**config.mk**
```make
export PLATFORM = sky130hd
export DESIGN_NAME = two_axis_step_pulse_generator_top
export DESIGN_NICKNAME = d
export VERILOG_FILES = /design/src/hdl/tspg_pkg.sv /design/src/hdl/tspg_axis.sv /design/src/hdl/two_axis_step_pulse_generator_top.sv
export SDC_FILE = /design/constraint.sdc
export NUM_CORES = 1
export LEC_CHECK = 0
export BUFFER_PORTS_ARGS = -buffer_cell sky130_fd_sc_hd__buf_2
export CAP_MARGIN = 10
export CORE_ASPECT_RATIO = 0.8
export CORE_UTILIZATION = 60
export DETAILED_ROUTE_END_ITERATION = 12
export PLACE_DENSITY = 0.84
export SLEW_MARGIN = 10
export SYNTH_ARGS = -nofsm -noshare
export SYNTH_HDL_FRONTEND = slang
export SYNTH_SLANG_ARGS = --single-unit
```
**constraint.sdc**
```tcl
create_clock -name clk -period 4.5 [get_ports clk]
set_clock_uncertainty 0.2 [all_clocks]
set_input_delay 0.45 -clock clk [delete_from_list [all_inputs] [get_ports clk]]
set_output_delay 0.45 -clock clk [all_outputs]
set_load 0.02 [all_outputs]
```
**src/hdl/tspg_pkg.sv**
```systemverilog
// Shared constants and types for the two-axis step pulse generator.
package tspg_pkg;

  localparam int POS_BITS_DEF   = 24;
  localparam int COUNT_BITS_DEF = 16;

  localparam int PERIOD_W   = 16;
  localparam int OUT_POS_W  = 24;
  localparam int CFG_IDX_W  = 8;
  localparam int CFG_DATA_W = 16;

  localparam int IN_TDATA_W  = 8;
  localparam int OUT_TDATA_W = 64;

  // out_tdata field positions
  localparam int OUT_X_STEP  = 0;
  localparam int OUT_X_DIR   = 1;
  localparam int OUT_Y_STEP  = 2;
  localparam int OUT_Y_DIR   = 3;
  localparam int OUT_X_POS   = 4;
  localparam int OUT_Y_POS   = OUT_X_POS + OUT_POS_W;
  localparam int OUT_X_RUN   = OUT_Y_POS + OUT_POS_W;
  localparam int OUT_Y_RUN   = OUT_X_RUN + 1;
  localparam int OUT_STOPS   = OUT_Y_RUN + 1;
  localparam int OUT_USED_W  = OUT_STOPS + 4;

  typedef logic [CFG_IDX_W-1:0] cfg_idx_t;

  localparam cfg_idx_t CFG_X_PERIOD = cfg_idx_t'(0);
  localparam cfg_idx_t CFG_X_LEFT   = cfg_idx_t'(1);
  localparam cfg_idx_t CFG_Y_PERIOD = cfg_idx_t'(2);
  localparam cfg_idx_t CFG_Y_TOWARD = cfg_idx_t'(3);

  // Register write strobes from the config decoder
  typedef struct packed {
    logic x_period;
    logic x_dir;
    logic y_period;
    logic y_dir;
  } cfg_we_t;

  // Per-axis write strobes
  typedef struct packed {
    logic period;
    logic dir;
  } axis_we_t;

  // Per-axis pin levels and running flag after a tick
  typedef struct packed {
    logic step;
    logic dir;
    logic running;
  } axis_stat_t;

endpackage

```
**src/hdl/tspg_axis.sv**
```systemverilog
// One axis: period/direction registers, halt flag, tick counter and position.
module tspg_axis #(
  parameter int COUNT_BITS = tspg_pkg::COUNT_BITS_DEF,
  parameter int POS_BITS   = tspg_pkg::POS_BITS_DEF
) (
  input  logic                          clk,
  input  logic                          rst_n,
  input  tspg_pkg::axis_we_t            we,
  input  logic [tspg_pkg::CFG_DATA_W-1:0] cfg_data,
  input  logic                          tick,
  input  logic                          low_hit,   // stop on decrementing side
  input  logic                          high_hit,  // stop on incrementing side
  output tspg_pkg::axis_stat_t          stat_nxt,
  output logic [POS_BITS-1:0]           pos_nxt
);
  import tspg_pkg::*;

  localparam int CMP_W = (COUNT_BITS > PERIOD_W) ? COUNT_BITS : PERIOD_W;

  logic [PERIOD_W-1:0]   period_r;
  logic                  toward_r;
  logic [COUNT_BITS-1:0] count_r, count_nxt;
  logic [POS_BITS-1:0]   pos_r;
  logic                  halted_r, halted_nxt;
  logic                  step_r, step_nxt;
  logic                  dir_r, dir_nxt;
  logic                  run_chk;
  logic                  at_period;

  assign at_period = CMP_W'(count_r) >= CMP_W'(period_r);

  always_comb begin
    count_nxt  = count_r;
    pos_nxt    = pos_r;
    halted_nxt = halted_r;
    step_nxt   = step_r;
    dir_nxt    = dir_r;
    run_chk    = 1'b0;
    if (we.period || we.dir) begin
      halted_nxt = 1'b0;
    end
    if (tick) begin
      halted_nxt = halted_r | (low_hit & toward_r) | (high_hit & ~toward_r);
      run_chk    = (period_r != '0) && !halted_nxt;
      if (run_chk) begin
        if (count_r == '0) begin
          step_nxt  = 1'b0;
          count_nxt = count_r + COUNT_BITS'(1);
        end else if (at_period) begin
          dir_nxt   = toward_r;
          pos_nxt   = toward_r ? pos_r - POS_BITS'(1) : pos_r + POS_BITS'(1);
          step_nxt  = 1'b1;
          count_nxt = '0;
        end else begin
          count_nxt = count_r + COUNT_BITS'(1);
        end
      end
    end
  end

  assign stat_nxt.step    = step_nxt;
  assign stat_nxt.dir     = dir_nxt;
  assign stat_nxt.running = run_chk;

  always_ff @(posedge clk) begin
    if (!rst_n) begin
      period_r <= '0;
      toward_r <= 1'b0;
      count_r  <= '0;
      pos_r    <= '0;
      halted_r <= 1'b0;
      step_r   <= 1'b0;
      dir_r    <= 1'b0;
    end else begin
      if (we.period) begin
        period_r <= cfg_data[PERIOD_W-1:0];
      end
      if (we.dir) begin
        toward_r <= cfg_data[0];
      end
      count_r  <= count_nxt;
      pos_r    <= pos_nxt;
      halted_r <= halted_nxt;
      step_r   <= step_nxt;
      dir_r    <= dir_nxt;
    end
  end

endmodule

```
**src/hdl/two_axis_step_pulse_generator_top.sv**
```systemverilog
// Two-axis step/direction pulse generator: one stream transaction in is one tick;
// each tick yields one status transaction. An accepted tick updates both axes in
// the same cycle and its result sits in a single output register, so a new tick
// is taken every clock while out_tready is high; the output register alone sets
// that rate. in_tready falls only while a result waits unaccepted. cfg writes are
// always ready and should be issued while idle.
module two_axis_step_pulse_generator_top #(
  parameter int POS_BITS   = tspg_pkg::POS_BITS_DEF,
  parameter int COUNT_BITS = tspg_pkg::COUNT_BITS_DEF
) (
  input  logic                             clk,
  input  logic                             rst_n,
  // in_tdata: [0] left_stop, [1] right_stop, [2] far_stop, [3] close_stop
  input  logic                             in_tvalid,
  output logic                             in_tready,
  input  logic [tspg_pkg::IN_TDATA_W-1:0]  in_tdata,
  // out_tdata: [0] x_step_pin, [1] x_dir_pin, [2] y_step_pin, [3] y_dir_pin,
  // [27:4] x_pos, [51:28] y_pos, [52] x_running, [53] y_running,
  // [57:54] stop_status, upper bits zero
  output logic                             out_tvalid,
  input  logic                             out_tready,
  output logic [tspg_pkg::OUT_TDATA_W-1:0] out_tdata,
  input  logic                             cfg_valid,
  output logic                             cfg_ready,
  input  logic [tspg_pkg::CFG_IDX_W-1:0]   cfg_index,
  input  logic [tspg_pkg::CFG_DATA_W-1:0]  cfg_data
);
  import tspg_pkg::*;

  logic                   tick;
  cfg_we_t                cfg_we;
  axis_we_t               x_we, y_we;
  axis_stat_t             x_stat, y_stat;
  logic [POS_BITS-1:0]    x_pos_nxt, y_pos_nxt;
  logic [OUT_POS_W-1:0]   x_pos_out, y_pos_out;
  logic                   out_valid_r, out_valid_nxt;
  logic [OUT_TDATA_W-1:0] out_data_r, out_data_nxt;

  assign cfg_ready = 1'b1;
  assign in_tready = !out_valid_r || out_tready;
  assign tick      = in_tvalid && in_tready;

  always_comb begin
    cfg_we = '0;
    if (cfg_valid) begin
      unique case (cfg_index)
        CFG_X_PERIOD: cfg_we.x_period = 1'b1;
        CFG_X_LEFT:   cfg_we.x_dir    = 1'b1;
        CFG_Y_PERIOD: cfg_we.y_period = 1'b1;
        CFG_Y_TOWARD: cfg_we.y_dir    = 1'b1;
        default:      cfg_we = '0;
      endcase
    end
  end

  assign x_we = '{period: cfg_we.x_period, dir: cfg_we.x_dir};
  assign y_we = '{period: cfg_we.y_period, dir: cfg_we.y_dir};

  // x: left stop is on the decrementing side
  tspg_axis #(.COUNT_BITS(COUNT_BITS), .POS_BITS(POS_BITS)) u_x_axis (
    .clk      (clk),
    .rst_n    (rst_n),
    .we       (x_we),
    .cfg_data (cfg_data),
    .tick     (tick),
    .low_hit  (in_tdata[0]),
    .high_hit (in_tdata[1]),
    .stat_nxt (x_stat),
    .pos_nxt  (x_pos_nxt)
  );

  // y: close stop is on the decrementing (toward) side
  tspg_axis #(.COUNT_BITS(COUNT_BITS), .POS_BITS(POS_BITS)) u_y_axis (
    .clk      (clk),
    .rst_n    (rst_n),
    .we       (y_we),
    .cfg_data (cfg_data),
    .tick     (tick),
    .low_hit  (in_tdata[3]),
    .high_hit (in_tdata[2]),
    .stat_nxt (y_stat),
    .pos_nxt  (y_pos_nxt)
  );

  // Position to the fixed output width: sign-extend or keep the low bits
  generate
    if (POS_BITS >= OUT_POS_W) begin : g_pos_trunc
      assign x_pos_out = x_pos_nxt[OUT_POS_W-1:0];
      assign y_pos_out = y_pos_nxt[OUT_POS_W-1:0];
    end else begin : g_pos_sext
      assign x_pos_out = {{(OUT_POS_W-POS_BITS){x_pos_nxt[POS_BITS-1]}}, x_pos_nxt};
      assign y_pos_out = {{(OUT_POS_W-POS_BITS){y_pos_nxt[POS_BITS-1]}}, y_pos_nxt};
    end
  endgenerate

  always_comb begin
    out_valid_nxt = out_valid_r;
    out_data_nxt  = out_data_r;
    if (out_tready) begin
      out_valid_nxt = 1'b0;
    end
    if (tick) begin
      out_valid_nxt = 1'b1;
      out_data_nxt  = {(OUT_TDATA_W - OUT_USED_W)'(0),
                       in_tdata[3:0],
                       y_stat.running, x_stat.running,
                       y_pos_out, x_pos_out,
                       y_stat.dir, y_stat.step,
                       x_stat.dir, x_stat.step};
    end
  end

  always_ff @(posedge clk) begin
    if (!rst_n) begin
      out_valid_r <= 1'b0;
    end else begin
      out_valid_r <= out_valid_nxt;
    end
  end

  always_ff @(posedge clk) begin
    out_data_r <= out_data_nxt;
  end

  assign out_tvalid = out_valid_r;
  assign out_tdata  = out_data_r;

endmodule

```
==> out/qor.yml, run 1 <==
placementRows: 42
internal_power_mw: 2.52
synthTopCellsByArea: "dfxtp_1, edfxtp_1, ha_1"
yosys_warnings: 0
hpwl_um: 15400
syn_inst: 1118
syn_avg_cell_area_um2: 9.07
worst_pin_slew_ns: 0.994
drive_above_1_share: 0.120
synth_top_area_frac: 0.239
cts.sink_count: 179
violations: "design-rule violations"
min_from: "in_tdata[2]"
n_antenna_cell: 0
r2r-start: "u_y_axis.toward_r"
fin_crit_ns: 3.57
status: "finished, violations left"
placed_area_mm2: 0.0107
fp.dieW_um: 147
regArea_mm2: 0.00416
drt_iter0_drc: 634
cap_viol_max_count: 0
critical_path_peak_fanout: 16
yosysSeqAreaShare: 0.411
synth_flop_cell: "dfxtp_1"
muxShareOfSynthArea: 0.0285
synth.most_common_cell: "nand2_1"
grt_use_total: 0.252
h-tree-depth: 4
setup_violations: 0
cts_tree: "done"
numPortBuffers: 92
ys_types: 68
p_seq_frac: 0.523
p_sw_uw: 732
synth_top_family_by_area: "simple AND/OR/NAND/NOR gates"
finalCritPeriodShare: 0.793
core-area_mm2: 0.0166
wire_per_inst_um: 15.0
synth_compound_area_frac: 0.153
fin_nets: 1310
critPathLaunch: "u_y_axis.toward_r"
postLayoutCellArea_mm2: 0.0113
max-slew-margin-rel: 0.335
yosys.area_share.simple: 0.201
ys_async_sr_fraction: 0
p_per_area_mw_per_mm2: 288
fin_tns_setup_ns: 0
hold_viol: 0
gp_congestion: 0.898
die_y_um: 118
grt_start_max_net_pins: 59
first_global_vias: 7399
cts_buffers: 17
drv_slew: 0
yosys.area.top_type: "dfxtp_1"
critical_path_required_ns: 4.48
synth-edff-count: 58
multi_input_area_mm2: 0.00555
r2r.worst_path.cells: 10
cts.path.max_buffers: 2
yosys.area_share.adder: 0.103
clk_pin_slew_ns: 0.07
path_class: "reg -> reg"
fmax_ghz: 0.280
swShare: 0.225
synth_xor_area_frac: 0.0587
root_buffer: "clkbuf_16"
rsz0062_at_grt: "no"
irDropWorstVdd_mv: 0.258
io_pins: 104
start_util: 0.613
p_comb_frac: 0.043
worstSetupStartpointType: "flip-flop"
die_area_mm2: 0.0174
hold_class: "in -> reg"
routed_via_density: 5.73
yosys-top-cells-count: "nand2_1, dfxtp_1, ha_1"
synth-seq-cells: 179
p_leak_nw: 4.70
min_delay_path_depth: 1
fill_cells: 1282
p_clk_frac: 0.434
clock_latency_ns: 0.43
arrival_ns: 3.55
synth_area_mm2: 0.0101
vias: 8158
end_kind: "flip-flop"
drtAntennaViolNets: 0
routed_wl_um: 21300
dr.pass1.iters: 9
synthToLayoutAreaGrowth_pct: 11.4
grt_remaining_overflow: 0
grt_pass1_wl_um: 35400
antenna_found_initial: 0
drc: 1
==> layout by cell type (no fill, tap or decap), types with 4 or more instances in the layout <==
cell type	count
inv_1	57
buf_2	92
o31ai_1	5
clkbuf_16	17
xnor2_1	36
buf_4	7
xor2_1	32
clkinvlp_4	5
o21ai_0	37
mux2i_1	6
o211ai_1	8
a21boi_1	22
o21bai_1	6
and2_1	56
o21a_1	7
a21oi_1	63
nor3_1	16
a211oi_1	8
ha_1	80
nor2b_1	12
nor4b_1	5
nand2b_1	8
a31oi_1	7
and4_1	4
nand4_1	30
nor4_1	13
conb_1	7
o21ai_1	25
edfxtp_1	58
a21boi_0	13
and3_1	11
mux2_1	17
or3_1	5
dfxtp_1	121
nand3_1	22
nand2_1	149
nor2_1	66
a21o_1	14
==> kinds of logic (layout without fill, tap and decap cells) <==
| kind of cell | after synthesis | count (layout) |
|---|---|---|
| DFF | 179 | 179 |
| and+or+nand+nor | 411 | 411 |
| xor gates and xnor gates | 68 | 68 |
| adders and majority gates | 82 | 82 |
| AOI/OAI and AO/OA | 240 | 240 |
| muxes | 26 | 26 |
| buffers and inverters | 110 | 191 |
| other | 2 | 7 |
==> worst paths after layout <==
check	to	slack (ns)
worst max-delay path	out_tdata[51]	0.93
worst min register to register	u_x_axis.period_r[13]	0.27
worst max register to register	out_tdata[51]	0.93
worst min-delay path	out_tdata[56]	0.03
==> power groups by stage <==
stage          clock, mW  combinational [mW]  sequential (mW)
3_5_place_dp           0               0.138             1.74
5_1_grt             1.50               0.150             1.70
4_1_cts             1.43               0.140             1.70
6_report            1.41               0.140             1.70
2_1_floorplan          0              0.0522             1.77
3_3_place_gp           0               0.136             1.74
==> timing repair <==
item | in CTS | in global routing
gates resized for setup | 0 | 0
setup buffers | 0 | 0
endpoints found under the hold margin | 2 | 0
hold buffers | 2 | 0
==> per-stage QoR <==
stage / worst slack [ns] / hold WS (ns) / std cells / util / total power, mW
after floorplan: 0.800 / 0.248 / 1123 / - / 1.82
after global placement: 1.03 / 0.257 / 1390 / 0.647 / 1.87
after detailed placement: 1.01 / 0.266 / 1390 / 0.647 / 1.88
after CTS: 0.977 / 0.0302 / 1424 / 0.683 / 3.27
after global routing: 0.749 / 0.0277 / 1424 / 0.683 / 3.36
final: 0.930 / 0.0302 / 1424 / 0.683 / 3.26
==> sequential cells by signal, summed over array words and instances, names as in the netlist, 16 cells and up <==
name               flops
u_y_axis.pos_r        24
out_tdata             58
u_x_axis.count_r      16
u_x_axis.pos_r        24
u_y_axis.period_r     16
u_x_axis.period_r     16
u_y_axis.count_r      16
==> critical path: stages (launching register included) <==
cell and delay, ns:
dfxtp_1 0.58, buf_4 0.33, ha_1 0.36, a21oi_1 0.21, o21ai_0 0.14, o21bai_1 0.25
or4b_1 0.53, a221oi_2 0.30, xnor2_1 0.17, nand2b_2 0.10, xnor2_1 0.14
==> per-layer routing <==
layer	wire length, µm	part of all wire	vias to the layer above	GRT usage
met5	0	0	-	0
met4	243	0.011	0	0.0606
met3	1220	0.057	23	0.0529
met2	9530	0.45	236	0.389
met1	10400	0.49	3807	0.361
li1	-	-	4092	-
==> final cells by class <==
type | count | share of cell area
Timing Repair Buffer | 101 | 0.0472
Inverter | 58 | 0.0193
Multi-Input combinational cell | 834 | 0.491
Tap cell | 220 | 0.0244
Sequential cell | 179 | 0.369
Clock buffer | 20 | 0.0404
Clock inverter | 12 | 0.00941
Note: power is estimated with default switching activity, not from simulation.
==> inputs of run 2 (changes only) <==
Clock period 4.5 ns to 3.3 ns, I/O delays scaled along.
==> run 2 against run 1 <==
The flow still finishes with violations (design-rule violations). Final area increased by 3.0%. Register-to-register slack got worse by 0.78 ns. Sequential cell count stayed put. Sequential share of layout area is 1.0 points lower. Global-route usage grew 1.6 points.
==> out/qor.yml, run 2 (synthesis results as in run 1) <==
grt_pass1_wl_um: 37800
end_kind: "flip-flop"
min_from: "cfg_data[0]"
vias: 8411
layout_commonest_cell: "nand2_1"
cts_buffers: 17
regToRegEndpoint: "out_tdata[51]"
fin_crit_ns: 3.15
cts.path.max_buffers: 2
n_antenna_cell: 0
mostFrequentLayoutCells: "nand2_1, dfxtp_1, buf_2"
start_util: 0.613
worstHoldEndpoint: "u_x_axis.period_r[0]"
min_delay_path_depth: 3
fp.dieW_um: 147
critical_path_peak_fanout: 14
hold_class: "in -> reg"
fmax_ghz: 0.317
total_power_mw: 4.71
violations: "design-rule violations"
drc: 1
drt_iter0_drc: 605
path_cells: "ha_1 > a21oi_1 > o21ai_0 > o21bai_1 > or4b_1 > a221oi_2 > xnor2_1 > nand2b_2 > xnor2_1"
h-tree-depth: 4
fin_nets: 1336
grt_remaining_overflow: 0
die_y_um: 118
crit_family: "compound AO/OA/AOI/OAI gates"
core-area_mm2: 0.0166
cp_slowest_cell: "or4b_1"
hold_viol: 0
slowest_delay_ns: 0.54
p_per_area_mw_per_mm2: 405
cts.sink_count: 179
place_ws_ns: 0.132
r2r-start: "u_y_axis.toward_r"
worst_pin_slew_ns: 0.762
largest_reg_flops: 58
crit_top_cell: "xnor2_1"
die_area_mm2: 0.0174
r2r_slack_ns: 0.15
fill_cells: 1289
grt_start_max_net_pins: 59
cts_tree: "done"
synthToLayoutAreaGrowth_pct: 14.7
numPortBuffers: 92
first_global_vias: 8035
critical_path_required_ns: 3.29
finalCritPeriodShare: 0.955
drive_above_1_share: 0.129
cp_num_buf_inv: 0
gp_congestion: 0.941
arrival_ns: 3.14
status: "finished, violations left"
worst_slack_ns: 0.147
io_pins: 104
root_buffer: "clkbuf_16"
routed_wl_um: 22500
drtAntennaViolNets: 0
wire_per_inst_um: 15.5
drv_slew: 0
cap_viol_max_count: 0
hpwl_um: 15600
irDropWorstVdd_mv: 0.390
cts_setup_buffers: 0
worstSetupStartpointType: "flip-flop"
routed_via_density: 5.80
r2r.worst_path.cells: 9
multi_input_area_mm2: 0.00555
max-slew-margin-rel: 0.492
setup_violations: 0
antenna_found_initial: 0
regArea_mm2: 0.00417
clk_pin_slew_ns: 0.07
dr.pass1.iters: 12
fin_tns_setup_ns: 0
clock_latency_ns: 0.43
path_class: "reg -> reg"
placementRows: 42
p_leak_nw: 4.87
grt_use_total: 0.268
rsz0062_at_grt: "no"
run 2: timing repair:
item,4_1_cts,5_1_grt
hold endpoints to repair,34,0
hold buffers,19,0
resized for setup,0,1
endpoints found under the setup margin,0,3
run 2: report_power, final:
group	switching (mW)	internal [mW]
Clock	0.869	1.31
Combinational	0.137	0.0721
Sequential	0.0142	2.31
Total	1.02	3.69
run 2: worst max-delay path by stage:
stage / end / cells after the start / slack [ns] / startpoint
5_1_grt: out_tdata[51] / 9 / 0.02 / u_y_axis.toward_r
3_3_place_gp: out_tdata[51] / 9 / 0.15 / u_y_axis.toward_r
3_5_place_dp: out_tdata[51] / 9 / 0.13 / u_y_axis.toward_r
2_1_floorplan: u_y_axis.count_r[11] / 10 / 0.07 / out_tvalid
4_1_cts: out_tdata[51] / 9 / 0.07 / u_y_axis.toward_r
6_report: out_tdata[51] / 9 / 0.15 / u_y_axis.toward_r
run 2: tightest hold or removal path: cells and delay by family:
family | cells | cell delay, ns
compound gates | 1 | 0.06
simple gates | 1 | 0.06
buf+inv | 1 | 0.15
run 2: stage by stage:
stage / hold WS (ns) / instance area [µm²] / util / std cells
after floorplan: 0.229 / 10200 / - / 1123
after global placement: 0.258 / 10800 / 0.653 / 1399
after detailed placement: 0.261 / 10800 / 0.653 / 1399
after CTS: 0.000784 / 11600 / 0.703 / 1450
after global routing: 0.0336 / 11600 / 0.703 / 1450
final: 0.0287 / 11600 / 0.703 / 1450
run 2: layout make-up:
class | count | area share
Multi-Input combinational cell | 834 | 0.477
Clock inverter | 12 | 0.0154
Inverter | 58 | 0.0190
Sequential cell | 179 | 0.358
Timing Repair Buffer | 127 | 0.0673
Clock buffer | 20 | 0.0393
Tap cell | 220 | 0.0237
run 2: metal layers:
metal  wire length (µm)  track usage  up-vias
li1                   -            -     4140
met1              10400        0.358     3970
met2              10600        0.434      260
met3               1160       0.0583       41
met4                387       0.0818        0
met5                  0            0        -
==> inputs of run 3 (changes only) <==
Settings changed: RECOVER_POWER set to 25.
==> run 3 against run 2 <==
The run ends with max-capacitance violations, max-slew violations left. Core utilization shrank 0.51 points. Sequential cell count is the same. Register-to-register slack is essentially flat. Sequential share of layout area grew 0.26 points. Hold slack lost 0.00072 ns. Non-clock buffer count is the same. Global-route usage is the same.
==> out/qor.yml, run 3 (synthesis results as in run 1) <==
status: "finished, violations left"
violations: "max-capacitance violations, max-slew violations"
hold_class: "in -> reg"
antenna_found_initial: 0
fmax_ghz: 0.317
critical_path_required_ns: 3.28
die_area_mm2: 0.0174
p_per_area_mw_per_mm2: 407
arrival_ns: 3.14
worstSetupStartpointType: "flip-flop"
path_class: "reg -> reg"
drt_iter0_drc: 651
start_util: 0.613
drive_above_1_share: 0.0764
min_from: "cfg_data[0]"
fin_crit_ns: 3.15
worst_pin_slew_ns: 1.70
fp.dieW_um: 147
p_seq_frac: 0.494
slowest_delay_ns: 0.53
clock_latency_ns: 0.43
cap_viol_max_count: 1
vias: 8412
n_antenna_cell: 0
grt_pass1_wl_um: 37800
grt_start_max_net_pins: 59
wire_per_inst_um: 15.6
layout_commonest_cell: "nand2_1"
critPathLaunch: "u_y_axis.toward_r"
clk_pin_slew_ns: 0.07
h-tree-depth: 4
grt_remaining_overflow: 0
synthToLayoutAreaGrowth_pct: 13.9
r2r-start: "u_y_axis.toward_r"
routed_wl_um: 22600
drtAntennaViolNets: 0
swShare: 0.217
hold_viol: 0
io_pins: 104
cts.sink_count: 179
end_kind: "flip-flop"
p_leak_nw: 4.66
crit_top_cell: "xnor2_1"
gp_congestion: 0.941
largest_reg_flops: 58
finish.utilization: 0.698
fin_nets: 1336
routed_via_density: 5.80
drv_slew: 45
finalCritPeriodShare: 0.956
cts.path.max_buffers: 2
first_global_vias: 8035
core-area_mm2: 0.0166
drc: 0
critical_path_peak_fanout: 14
internal_power_mw: 3.68
fin_tns_setup_ns: 0
path_cells: "ha_1 > a21oi_1 > o21ai_0 > o21bai_1 > or4b_1 > a221oi_2 > xnor2_1 > nand2b_2 > xnor2_1"
setup_violations: 0
p_clk_frac: 0.463
dr.pass1.iters: 7
numPortBuffers: 92
p_sw_mw: 1.02
cts_buffers: 17
hpwl_um: 15600
p_comb_frac: 0.042
cts_tree: "done"
irDropWorstVdd_mv: 0.387
grt_use_total: 0.268
die_y_um: 118
max-slew-margin-rel: -0.132
regArea_mm2: 0.00417
fill_cells: 1331
placementRows: 42
mostFrequentLayoutCells: "nand2_1, dfxtp_1, ha_1"
multi_input_area_mm2: 0.00555
root_buffer: "clkbuf_16"
rsz0062_at_grt: "no"
cp_slowest_cell: "or4b_1"
==> run 3: changes by cell type in the layout (fill, tap and decap cells not counted), sizes merged <==
cell / before / now
buf: 108 / 42
clkbuf: 20 / 86
==> run 3: power by group through the flow <==
stage / Combinational (mW) / Sequential, mW / Clock, mW
floorplan: 0.0723 / 2.42 / 0
global placement: 0.186 / 2.37 / 0
finish: 0.199 / 2.32 / 2.18
detailed placement: 0.190 / 2.37 / 0
global route: 0.212 / 2.33 / 2.29
CTS: 0.207 / 2.32 / 2.20
==> run 3: layer usage <==
layer	vias up	part of all wire	wire, µm	global-route usage
met3	30	0.051	1150	0.0583
met5	-	0	0	0
met2	261	0.47	10600	0.434
met4	0	0.014	311	0.0818
met1	3977	0.47	10500	0.358
li1	4144	-	-	-
==> run 3: area by class of cell <==
cell class | instances | area share
tap | 220 | 0.0238
clock buffer | 20 | 0.0395
inverter | 58 | 0.0192
timing repair buffer | 127 | 0.0606
multi-input combinational | 834 | 0.481
sequential | 179 | 0.361
clock inverter | 12 | 0.0155
==> run 3: final timing paths <==
path | end | slack, ns | cells past startpoint
worst min register to register | u_x_axis.period_r[10] | 0.27 | 2
worst min-delay path | u_x_axis.period_r[0] | 0.03 | 3
worst max register to register | out_tdata[51] | 0.15 | 9
worst max-delay path | out_tdata[51] | 0.15 | 9
==> run 3: repair_timing <==
item | CTS | global route
setup buffers | 0 | 0
endpoints found under the setup margin | 0 | 3
hold buffers | 19 | 0
endpoints found under the hold margin | 34 | 0
gates resized for setup | 0 | 1
==> run 3: worst max-delay path: cells and delay by family, from the launching register on <==
family / cells / cell delay, ns
AOI/OAI and AO/OA: 4 / 0.96
xor gates and xnor gates: 2 / 0.30
adders and majority gates: 1 / 0.40
DFF: 1 / 0.41
and+or+nand+nor: 2 / 0.63
==> run 3: through the flow <==
step	power, mW	cell area, µm²	worst slack [ns]	hold WS [ns]	instances
6_report	4.70	11600	0.146	0.0280	1450
2_1_floorplan	2.49	10200	0.0733	0.229	1123
4_1_cts	4.73	11600	0.0733	0.000784	1450
5_1_grt	4.83	11600	0.0181	0.0382	1450
3_3_place_gp	2.56	10800	0.149	0.258	1399
3_5_place_dp	2.56	10800	0.132	0.261	1399
